## src/sv/snz_pkg.sv

```systemverilog
`timescale 1ns / 1ps

package snz_pkg;

  localparam int unsigned COORD_BITS_DEF = 16;
  localparam int unsigned HASH_BITS      = 32;
  localparam int unsigned H_BITS         = 31;
  localparam int unsigned NOISE_BITS     = 36;
  localparam int unsigned NUM_LANES      = 9;
  localparam int unsigned NUM_STAGES     = 6;

  localparam logic [HASH_BITS-1:0] Y_MULT     = 32'd57;
  localparam int unsigned          XOR_SHIFT  = 13;
  localparam logic [HASH_BITS-1:0] POLY_MULT  = 32'd15731;
  localparam logic [HASH_BITS-1:0] POLY_ADD   = 32'd789221;
  localparam logic [HASH_BITS-1:0] HASH_ADD   = 32'd1376312589;

  // sixteen unit terms of 2^30 each
  localparam logic [NOISE_BITS-1:0] UNIT_SUM  = 36'h4_0000_0000;

  // lane order: four corners, four sides, centre
  localparam int unsigned LANE_XM_YM = 0;
  localparam int unsigned LANE_XP_YM = 1;
  localparam int unsigned LANE_XM_YP = 2;
  localparam int unsigned LANE_XP_YP = 3;
  localparam int unsigned LANE_XM_Y  = 4;
  localparam int unsigned LANE_XP_Y  = 5;
  localparam int unsigned LANE_X_YM  = 6;
  localparam int unsigned LANE_X_YP  = 7;
  localparam int unsigned LANE_X_Y   = 8;

  typedef struct packed {
    logic load;
    logic square;
    logic poly;
    logic hash;
  } hash_en_t;

  typedef struct packed {
    logic part;
    logic total;
  } sum_en_t;

endpackage

```

## src/sv/snz_sum.sv

```systemverilog
`timescale 1ns / 1ps

module snz_sum
  import snz_pkg::*;
(
  input  logic                  clk_i,
  input  sum_en_t               en_i,
  input  logic [H_BITS-1:0]     h_i [NUM_LANES],
  output logic [NOISE_BITS-1:0] noise_o
);

  localparam int unsigned PART_BITS = H_BITS + 2;

  logic [PART_BITS-1:0]  corner_d, corner_q;
  logic [PART_BITS-1:0]  side_d, side_q;
  logic [H_BITS-1:0]     centre_q;
  logic [NOISE_BITS-1:0] weighted;
  logic [NOISE_BITS-1:0] noise_q;

  always_comb begin
    corner_d = PART_BITS'(h_i[LANE_XM_YM]) + PART_BITS'(h_i[LANE_XP_YM])
             + PART_BITS'(h_i[LANE_XM_YP]) + PART_BITS'(h_i[LANE_XP_YP]);
    side_d   = PART_BITS'(h_i[LANE_XM_Y]) + PART_BITS'(h_i[LANE_XP_Y])
             + PART_BITS'(h_i[LANE_X_YM]) + PART_BITS'(h_i[LANE_X_YP]);
    weighted = NOISE_BITS'(corner_q) + (NOISE_BITS'(side_q) << 1)
             + (NOISE_BITS'(centre_q) << 2);
  end

  always_ff @(posedge clk_i) begin
    if (en_i.part) begin
      corner_q <= corner_d;
      side_q   <= side_d;
      centre_q <= h_i[LANE_X_Y];
    end
    if (en_i.total) begin
      noise_q <= UNIT_SUM - weighted;
    end
  end

  assign noise_o = noise_q;

endmodule

```

## config.mk

```make
export PLATFORM = sky130hd
export DESIGN_NAME = snz_sum
export DESIGN_NICKNAME = d
export VERILOG_FILES = /design/src/sv/snz_pkg.sv /design/src/sv/snz_sum.sv
export SDC_FILE = /design/constraint.sdc
export NUM_CORES = 1
export LEC_CHECK = 0
export BUFFER_PORTS_ARGS = -buffer_cell sky130_fd_sc_hd__buf_2
export CAP_MARGIN = 20
export CORE_ASPECT_RATIO = 0.9
export CORE_MARGIN = 2
export CORE_UTILIZATION = 55
export CTS_CLUSTER_DIAMETER = 150
export DETAILED_ROUTE_END_ITERATION = 6
export GPL_TIMING_DRIVEN = 0
export PLACE_DENSITY = 0.78
export SETUP_SLACK_MARGIN = 0.2
export SLEW_MARGIN = 0
export SYNTH_ARGS = -nofsm -noshare
export SYNTH_HDL_FRONTEND = slang
export SYNTH_SLANG_ARGS = --single-unit
```

## constraint.sdc

```tcl
create_clock -name clk_i -period 5.9 [get_ports clk_i]
set_clock_uncertainty 0.05 [all_clocks]
set_input_delay 0.59 -clock clk_i [delete_from_list [all_inputs] [get_ports clk_i]]
set_output_delay 0.59 -clock clk_i [all_outputs]
set_load 0.05 [all_outputs]
```

==> impl_metrics.json <==
{
  "vias": 10600,
  "r2r_slack_ns": 2.00,
  "crit_arrival_ns": 4.45,
  "required_ns": 6.01,
  "fill_cells": 1991,
  "post_cts_buffers": 0,
  "layout-drive-gt1-share": 0.212,
  "gp_congestion": 0.896,
  "grt_pass1_vias": 10700,
  "syn2layout_area_growth_pct": 18.8,
  "cap_violations": 0,
  "synthesis.area_um2": 14000,
  "synth-async-reset-ratio": 0,
  "setup_viol": 0,
  "grtUsageTotal": 0.235,
  "peakVddDrop_mv": 0.285,
  "ys_ff_latch": 133,
  "ctsHoldBuffers": 0,
  "fin_crit_sh": 0.734,
  "startpoint_type": "input port",
  "synth_edf_count": 133,
  "initial_core_util": 0.558,
  "max_clock_freq_ghz": 0.231,
  "crit_fanout": 4,
  "yosysUniqueCellTypes": 67,
  "rsz0062_at_grt": "false",
  "synth_largest_area_cell": "edfxtp_1",
  "via_per_inst": 4.96,
  "tns_ns": 0,
  "dp_slack_ns": 1.17,
  "clk_pin_slew_ns": 0.06,
  "drc_errors": 0,
  "fin_util": 0.663,
  "first_pass_iters": 5,
  "cts_tree": "yes",
  "dpl-instance-area_um2": 16100,
  "hpwl_um": 26100,
  "die_area_um2": 26800,
  "drt_iter0_markers": 510,
  "slew_viol_final": 0,
  "met3_usage": 0.0219,
  "slowest_stage": "fa_1",
  "pin_count": 318,
  "syn_nets": 2002,
  "critPathKind": "in -> reg",
  "met1_usage": 0.328,
  "dieHeight_um": 155,
  "ys_top_cells_by_area": "edfxtp_1 29%, fa_1 22%, inv_1 12%, ha_1 12%, xnor2_1 3.6%",
  "synth_top_area_frac": 0.285,
  "die_x_um": 172,
  "met2_usage": 0.386,
  "mostFrequentLayoutCells": "455 x inv_1, 318 x buf_2, 157 x fa_1",
  "max-slew-margin-rel": 0.509,
  "cts-root-buf": "clkbuf_16",
  "fin_ws_ns": 1.57,
  "ys_seq_area_frac": 0.285,
  "crit_path_frequent_cell": "fa_1",
  "hold_viol": 0,
  "avgSynthCellArea_um2": 9.77,
  "globalRoute.totalOverflow": 0,
  "ant_nets": 0,
  "cellPowerDensity_nw_per_um2": 622,
  "period_needed_ns": 4.33,
  "numCtsBuffers": 17,
  "finish.instance_area_um2": 16600,
  "core_um2": 25100,
  "cts_resized": 0,
  "grt_first_pass_wirelength_um": 49400,
  "cts_htree_levels": 4,
  "leakage_nw": 8.86,
  "insertion_delay_ns": 0.42,
  "status": "complete, no violations",
  "grt_max_degree": 58,
  "synthFlopType": "edfxtp_1",
  "worst_hold_path_type": "in -> reg",
  "slowest_delay_ns": 0.53,
  "wl_per_cell_um": 14.2,
  "cp_cell_sequence": "buf_2 > inv_1 > fa_1 > inv_1 > fa_1 > ha_1 > fa_1 > a211oi_1 > o21ai_0 > o2111ai_1 > o211ai_1 > a21oi_2 > o221ai_1 > a311o_1 > xor2_1",
  "finalWirelength_um": 30300,
  "synthCells": 1434,
  "rows": 55,
  "grt-busiest-layer": "met2",
  "cp-end-kind": "register",
  "tightest_slew_ns": 0.730,
  "synth_warnings": 0,
  "grt_antenna_before_repair": 4,
  "final_common_cell": "inv_1",
  "cts_buffer_depth": 2,
  "nNetsFinal": 2339,
  "io_buffers": 317,
  "cts.sinks": 133
}
-- flip-flops by register name, indices dropped and copies added (netlist names) --
signal / count
noise_o: 36
corner_q: 33
side_q: 33
centre_q: 31
-- synth_stat cells (all sizes together), types with 3 or more instances --
cell,count
inv,455
fa,157
edfxtp,133
ha,129
a21oi,94
xnor2,57
o21ai,50
nor2,49
nand2,48
a21o,46
xor2,26
nand3,16
a31oi,14
nand4,14
o21bai,14
and3,13
o21a,13
nor3,12
nor2b,11
clkbuf,10
a211oi,6
and2,6
buf,5
a2111oi,4
o211ai,4
a221o,3
a221oi,3
a41oi,3
nand2b,3
o2111ai,3
o311ai,3
or3,3
-- worst paths after layout --
path / start / end / cells after the start
setup reg to reg: corner_q[3] / noise_o[30] / 12
setup / recovery: h_i[32] / side_q[31] / 15
hold / removal: h_i[28] / centre_q[28] / 1
hold reg to reg: corner_q[0] / noise_o[0] / 0
-- report_power, final --
group          switching, mW  leakage, nW  internal, mW
Sequential             0.143         1.30          1.84
Clock                  0.458        0.288         0.600
Combinational           4.35         7.27          2.96
Total                   4.95         8.86          5.40
-- cell families (layout without fill, tap and decap cells) --
logic type / Yosys count / count (layout) / synth area share
compound gates: 278 / 278 / 0.131
flops: 133 / 133 / 0.285
other cells: 0 / 4 / 0
fa+ha+maj: 286 / 286 / 0.340
xor+xnor: 83 / 83 / 0.0519
buf+inv: 470 / 820 / 0.127
mux: 1 / 1 / 0.000715
simple gates: 183 / 183 / 0.0642
-- routing by layer --
layer | vias to the layer above | routed length (um)
li1 | 5260 | -
met1 | 4946 | 13800
met2 | 307 | 14300
met3 | 50 | 1420
met4 | 0 | 792
met5 | - | 0
-- worst max-delay path, delay by kind of cell --
kind	cells	cell delay, ns
XOR/XNOR	1	0.17
AO/OA/AOI/OAI	7	1.81
buffers and inverters	3	0.19
adder cells (fa/ha/maj)	4	1.69
-- final cells by class --
class | instances | area [um^2] | area share
Inverter | 455 | 1710 | 0.103
Multi-Input combinational cell | 831 | 8230 | 0.494
Clock inverter | 15 | 158 | 0.00947
Sequential cell | 133 | 3990 | 0.240
Timing Repair Buffer | 318 | 1620 | 0.0971
Buffer | 15 | 77.6 | 0.00466
Clock buffer | 17 | 425 | 0.0256
Antenna cell | 4 | 10.0 | 0.000601
Tap cell | 342 | 428 | 0.0257
-- per-stage QoR --
stage               power (mW)  instances  hold WS (ns)
finish                    10.4       2130         0.290
global route              11.4       2130         0.271
CTS                       10.4       2126         0.270
detailed placement        9.22       2094         0.398
global placement          9.12       2093         0.383
floorplan                 7.61       1434         0.376
Note: power is estimated with default switching activity, not from simulation.
