--- config.mk ---
export PLATFORM = sky130hd
export DESIGN_NAME = snz_hash_lane
export DESIGN_NICKNAME = d
export VERILOG_FILES = /design/src/sv/snz_pkg.sv /design/src/sv/snz_hash_lane.sv
export SDC_FILE = /design/constraint.sdc
export NUM_CORES = 2
export LEC_CHECK = 0
export BUFFER_PORTS_ARGS = -buffer_cell sky130_fd_sc_hd__buf_2
export CAP_MARGIN = 25
export CORE_UTILIZATION = 50
export CTS_BUF_LIST = sky130_fd_sc_hd__clkbuf_8 sky130_fd_sc_hd__clkbuf_16
export DETAILED_ROUTE_END_ITERATION = 16
export GPL_TIMING_DRIVEN = 0
export PLACE_DENSITY = 0.7
export SYNTH_ARGS = -nofsm -noshare
export SYNTH_HDL_FRONTEND = slang
export SYNTH_SLANG_ARGS = --single-unit
--- constraint.sdc ---
create_clock -name clk_i -period 6.5 [get_ports clk_i]
set_input_delay 0 -clock clk_i [delete_from_list [all_inputs] [get_ports clk_i]]
set_output_delay 0 -clock clk_i [all_outputs]
set_load 0.01 [all_outputs]
--- src/sv/snz_pkg.sv ---
`timescale 1ns / 1ps

package snz_pkg;

  localparam int unsigned COORD_BITS_DEF = 16;
  localparam int unsigned HASH_BITS      = 32;
  localparam int unsigned H_BITS         = 31;
  localparam int unsigned NOISE_BITS     = 36;
  localparam int unsigned NUM_LANES      = 9;
  localparam int unsigned NUM_STAGES     = 6;

  localparam logic [HASH_BITS-1:0] Y_MULT     = 32'd57;
  localparam int unsigned          XOR_SHIFT  = 13;
  localparam logic [HASH_BITS-1:0] POLY_MULT  = 32'd15731;
  localparam logic [HASH_BITS-1:0] POLY_ADD   = 32'd789221;
  localparam logic [HASH_BITS-1:0] HASH_ADD   = 32'd1376312589;

  // sixteen unit terms of 2^30 each
  localparam logic [NOISE_BITS-1:0] UNIT_SUM  = 36'h4_0000_0000;

  // lane order: four corners, four sides, centre
  localparam int unsigned LANE_XM_YM = 0;
  localparam int unsigned LANE_XP_YM = 1;
  localparam int unsigned LANE_XM_YP = 2;
  localparam int unsigned LANE_XP_YP = 3;
  localparam int unsigned LANE_XM_Y  = 4;
  localparam int unsigned LANE_XP_Y  = 5;
  localparam int unsigned LANE_X_YM  = 6;
  localparam int unsigned LANE_X_YP  = 7;
  localparam int unsigned LANE_X_Y   = 8;

  typedef struct packed {
    logic load;
    logic square;
    logic poly;
    logic hash;
  } hash_en_t;

  typedef struct packed {
    logic part;
    logic total;
  } sum_en_t;

endpackage

--- src/sv/snz_hash_lane.sv ---
`timescale 1ns / 1ps

module snz_hash_lane
  import snz_pkg::*;
(
  input  logic                 clk_i,
  input  hash_en_t             en_i,
  input  logic [HASH_BITS-1:0] x_i,
  input  logic [HASH_BITS-1:0] y_i,
  output logic [H_BITS-1:0]    h_o
);

  logic [HASH_BITS-1:0] mix_d, mix_q;
  logic [HASH_BITS-1:0] sq_d, sq_q, n2_q;
  logic [HASH_BITS-1:0] poly_d, poly_q, n3_q;
  logic [HASH_BITS-1:0] hash_d;
  logic [H_BITS-1:0]    h_q;

  always_comb begin
    logic [HASH_BITS-1:0] base;
    base   = x_i + y_i * Y_MULT;
    mix_d  = (base << XOR_SHIFT) ^ base;
    sq_d   = mix_q * mix_q;
    poly_d = sq_q * POLY_MULT + POLY_ADD;
    hash_d = n3_q * poly_q + HASH_ADD;
  end

  always_ff @(posedge clk_i) begin
    if (en_i.load) begin
      mix_q <= mix_d;
    end
    if (en_i.square) begin
      sq_q <= sq_d;
      n2_q <= mix_q;
    end
    if (en_i.poly) begin
      poly_q <= poly_d;
      n3_q   <= n2_q;
    end
    if (en_i.hash) begin
      // drop the sign bit
      h_q <= hash_d[H_BITS-1:0];
    end
  end

  assign h_o = h_q;

endmodule

==> reports/qor.csv <==
stage,metric,value,unit
sta,worst_slack,-0.6620,ns
cells_and_area,fin_util,0.5749,
synth,synth.top_cell.area_share,0.4342,
setup_path,crit_buf_inv,5,
die,core_region_area,85550,µm²
min_path,hold_path.class,primary input to flip-flop,
cells_and_area,regArea,5495,µm²
sta,fin_crit,7.162,ns
clocking,cts.sinks,183,
synth,ys.flop_type,edfxtp_1,
synth,synth_top_area_cell,fa_1,
grt,grt_pass1_vias,33090,
die,rows,107,
route,avgRoutedWirePerCell,20.60,µm
synth,synth_area,43430,µm²
setup_path,worst_setup_path_start_kind,flip-flop,
sta,period_share,1.102,
synth,ys_ff_latch,183,
die,dieHeight,296.7,µm
cells_and_area,area_growth,13.23,%
clocking,clk_path_buf_depth,2,
route,ant_nets,0,
route,drt_first_pass_iters,5,
run,cap_violations,0,
clocking,clk_pin_slew,0.09,ns
sta,grt_setup_unrepaired,yes,
sta,max_clock_freq,139.6,MHz
route,dr.first_iter.drc_count,1878,
setup_path,worstSetupPathType,flip-flop to flip-flop,
setup_path,cp_top_family,adder cells,
setup_path,max_stage_delay,0.74,ns
cells_and_area,drive_gt1_frac,0.1377,
synth,synth_cells,4281,
synth,synthMostInstantiatedCell,inv_1,
cells_and_area,fin_nets,6042,
grt,gr-total-overflow,0,
min_path,hold_start,y_i[0],
grt,grt.total_usage,0.2796,
clocking,cts_buffers,17,
placed_design,hpwlAfterDp,95080,µm
grt,top_usage_layer,met2,
synth,seq_area_frac_synth,0.1265,
synth,async_flop_share,0,
outcome,outcome,finished with violations,
setup_path,cp.arrival,7.51,ns
synth,yosys-top-cells-count,"inv_1 (1172), fa_1 (942), ha_1 (461), and2_1 (374), nand2_1 (356)",
clocking,tritoncts,built,
die,initial_core_util,0.5077,
setup_path,critical_path.max_fanout,10,
synth,avgSynthCellArea,10.15,µm²
setup_path,worst_path_most_repeated_cell,fa_1,
route,routed_wl,118000,µm
sta,finalMaxSlewViolations,0,
synth,synthTopCellsByArea,"fa_1 (43%), ha_1 (13%), edfxtp_1 (13%)",
placed_design,numPortBuffers,97,
setup_path,r2r_start,mix_q[1],
grt,grtUsageMet3,0.05033,
grt,grtUsageMet2,0.4750,
sta,setup_viol,29,
route,vias_per_cell,5.231,
synth,yosysWarnings,0,
placed_design,place_ws,-1.793,ns
grt,grt_max_degree,62,
cells_and_area,multiInputGateArea,34210,µm²
synth,ys_types,73,
grt,use_met1,0.3345,
sta,worst-slew-pin-transition,0.9251,ns
clocking,clkLatencyLatePin,0.54,ns
sta,hold_viol,0,
synth,synth_edf_count,183,
sta,fin_skew,0.03688,ns
die,ios,100,
placed_design,dp.cells,5527,
cells_and_area,fin_cells,5729,
sta,max_slew_margin,0.3833,
grt,antenna_found_initial,4,
setup_path,worstSetupStartpoint,mix_q[1],
cells_and_area,num-fill-cells,7215,
clocking,cts_max_level,4,
outcome,violations,setup timing,
setup_path,worst_path_max_delay_cell,clkbuf_1,
route,vias,29970,
setup_path,endpoint_kind,flip-flop,
die,die_w,296.7,µm
setup_path,worst_ep_required_time,6.85,ns
placed_design,gp_congestion,0.9902,
grt,grt_pass1_wl,185800,µm
die,die-area,88050,µm²
route,route.detailed.drc,0,
clocking,clock-root-buffer,clkbuf_16,
setup_path,worstPathCellList,clkbuf_1 > and2_1 > fa_1 > inv_1 > fa_1 > fa_1 > inv_2 > fa_1 > inv_2 > fa_1 > inv_1 > fa_1 > fa_1 > ha_4 > a21o_1 > a21oi_2 > o21ai_2 > a21oi_2 > o22ai_2 > or4_4 > a2111o_1 > o211ai_2,
metrics by stage:
| step | TNS (ns) | hold slack, ns | area, µm² |
|---|---|---|---|
| after floorplan | -0.6694 | 0.1125 | 43800 |
| after detailed placement | -41.36 | 0.4045 | 45740 |
| after global routing | -14.91 | 0.09306 | 49180 |
| final | -10.03 | 0.07372 | 49180 |
| after CTS | -10.03 | 0.05027 | 48460 |
| after global placement | -39.42 | 0.4012 | 45720 |
per-layer routing:
metal / part of all wire / up-vias
met5: 0.00041 / -
met4: 0.065 / 6
met3: 0.065 / 332
met2: 0.49 / 1094
met1: 0.38 / 15250
li1: - / 13280
layout by cell type, fill, tap and decap left out, drive strengths merged, types with 4 or more instances in the layout:
cell type and instances:
o21a 16, and2 374, or2 5, o21bai 15, and3 8, a2111oi 4
a41oi 7, nand2b 9, nor2b 18, nor3 16, nand3 20, o21ai 53
clkbuf 86, a21oi 81, clkinv 6, buf 307, nand2 357, fa 942
edfxtp 183, a31o 8, a21o 37, o22ai 4, conb 6, xor2 50
nor2 72, o211ai 6, a211oi 8, inv 1181, nand4 6, xnor2 186
or3 4, ha 461
final cells by class:
class / count / share of cell area
Inverter: 1172 / 0.08945
Sequential cell: 183 / 0.1117
Clock inverter: 15 / 0.004325
Clock buffer: 17 / 0.008650
Timing Repair Buffer: 278 / 0.04071
Tap cell: 1144 / 0.02910
Antenna cell: 2 / 0.0001018
Multi-Input combinational cell: 2817 / 0.6956
Buffer: 101 / 0.02030
worst min-delay path: cells and delay by family:
family | cells | cell delay (ns)
buffers and inverters | 1 | 0.14
adder cells (fa/ha/maj) | 1 | 0.19
XOR/XNOR | 1 | 0.09
final timing paths:
path | end | slack, ns | cells after the start
min reg2reg | n3_q[7] | 0.41 | 0
max | sq_q[29] | -0.66 | 22
max reg2reg | sq_q[29] | -0.66 | 22
min | mix_q[13] | 0.07 | 3
registers in the layout, indices dropped and copies added, names as in the netlist:
register  flops
n3_q         31
poly_q       30
h_o          31
mix_q        31
sq_q         30
n2_q         30
what timing repair did:
action	4_1_cts	5_1_grt
cloned	0	1
setup buffers	138	38
resized for setup	280	144
pin swaps	74	65
setup endpoints to repair	40	36
endpoints found under the hold margin	20	0
hold buffers	3	0
cell families after synthesis:
family / count (synthesis) / synth area share
xor+xnor: 238 / 0.04866
compound gates: 268 / 0.04171
other cells: 2 / 0.0001729
buf+inv: 1285 / 0.1111
fa+ha+maj: 1403 / 0.5670
mux: 2 / 0.0004897
flops: 183 / 0.1265
simple gates: 900 / 0.1044
Power is left out: the tool's default activity adds up to more than one toggle a clock period on the data nets, which glitch-free logic cannot reach.
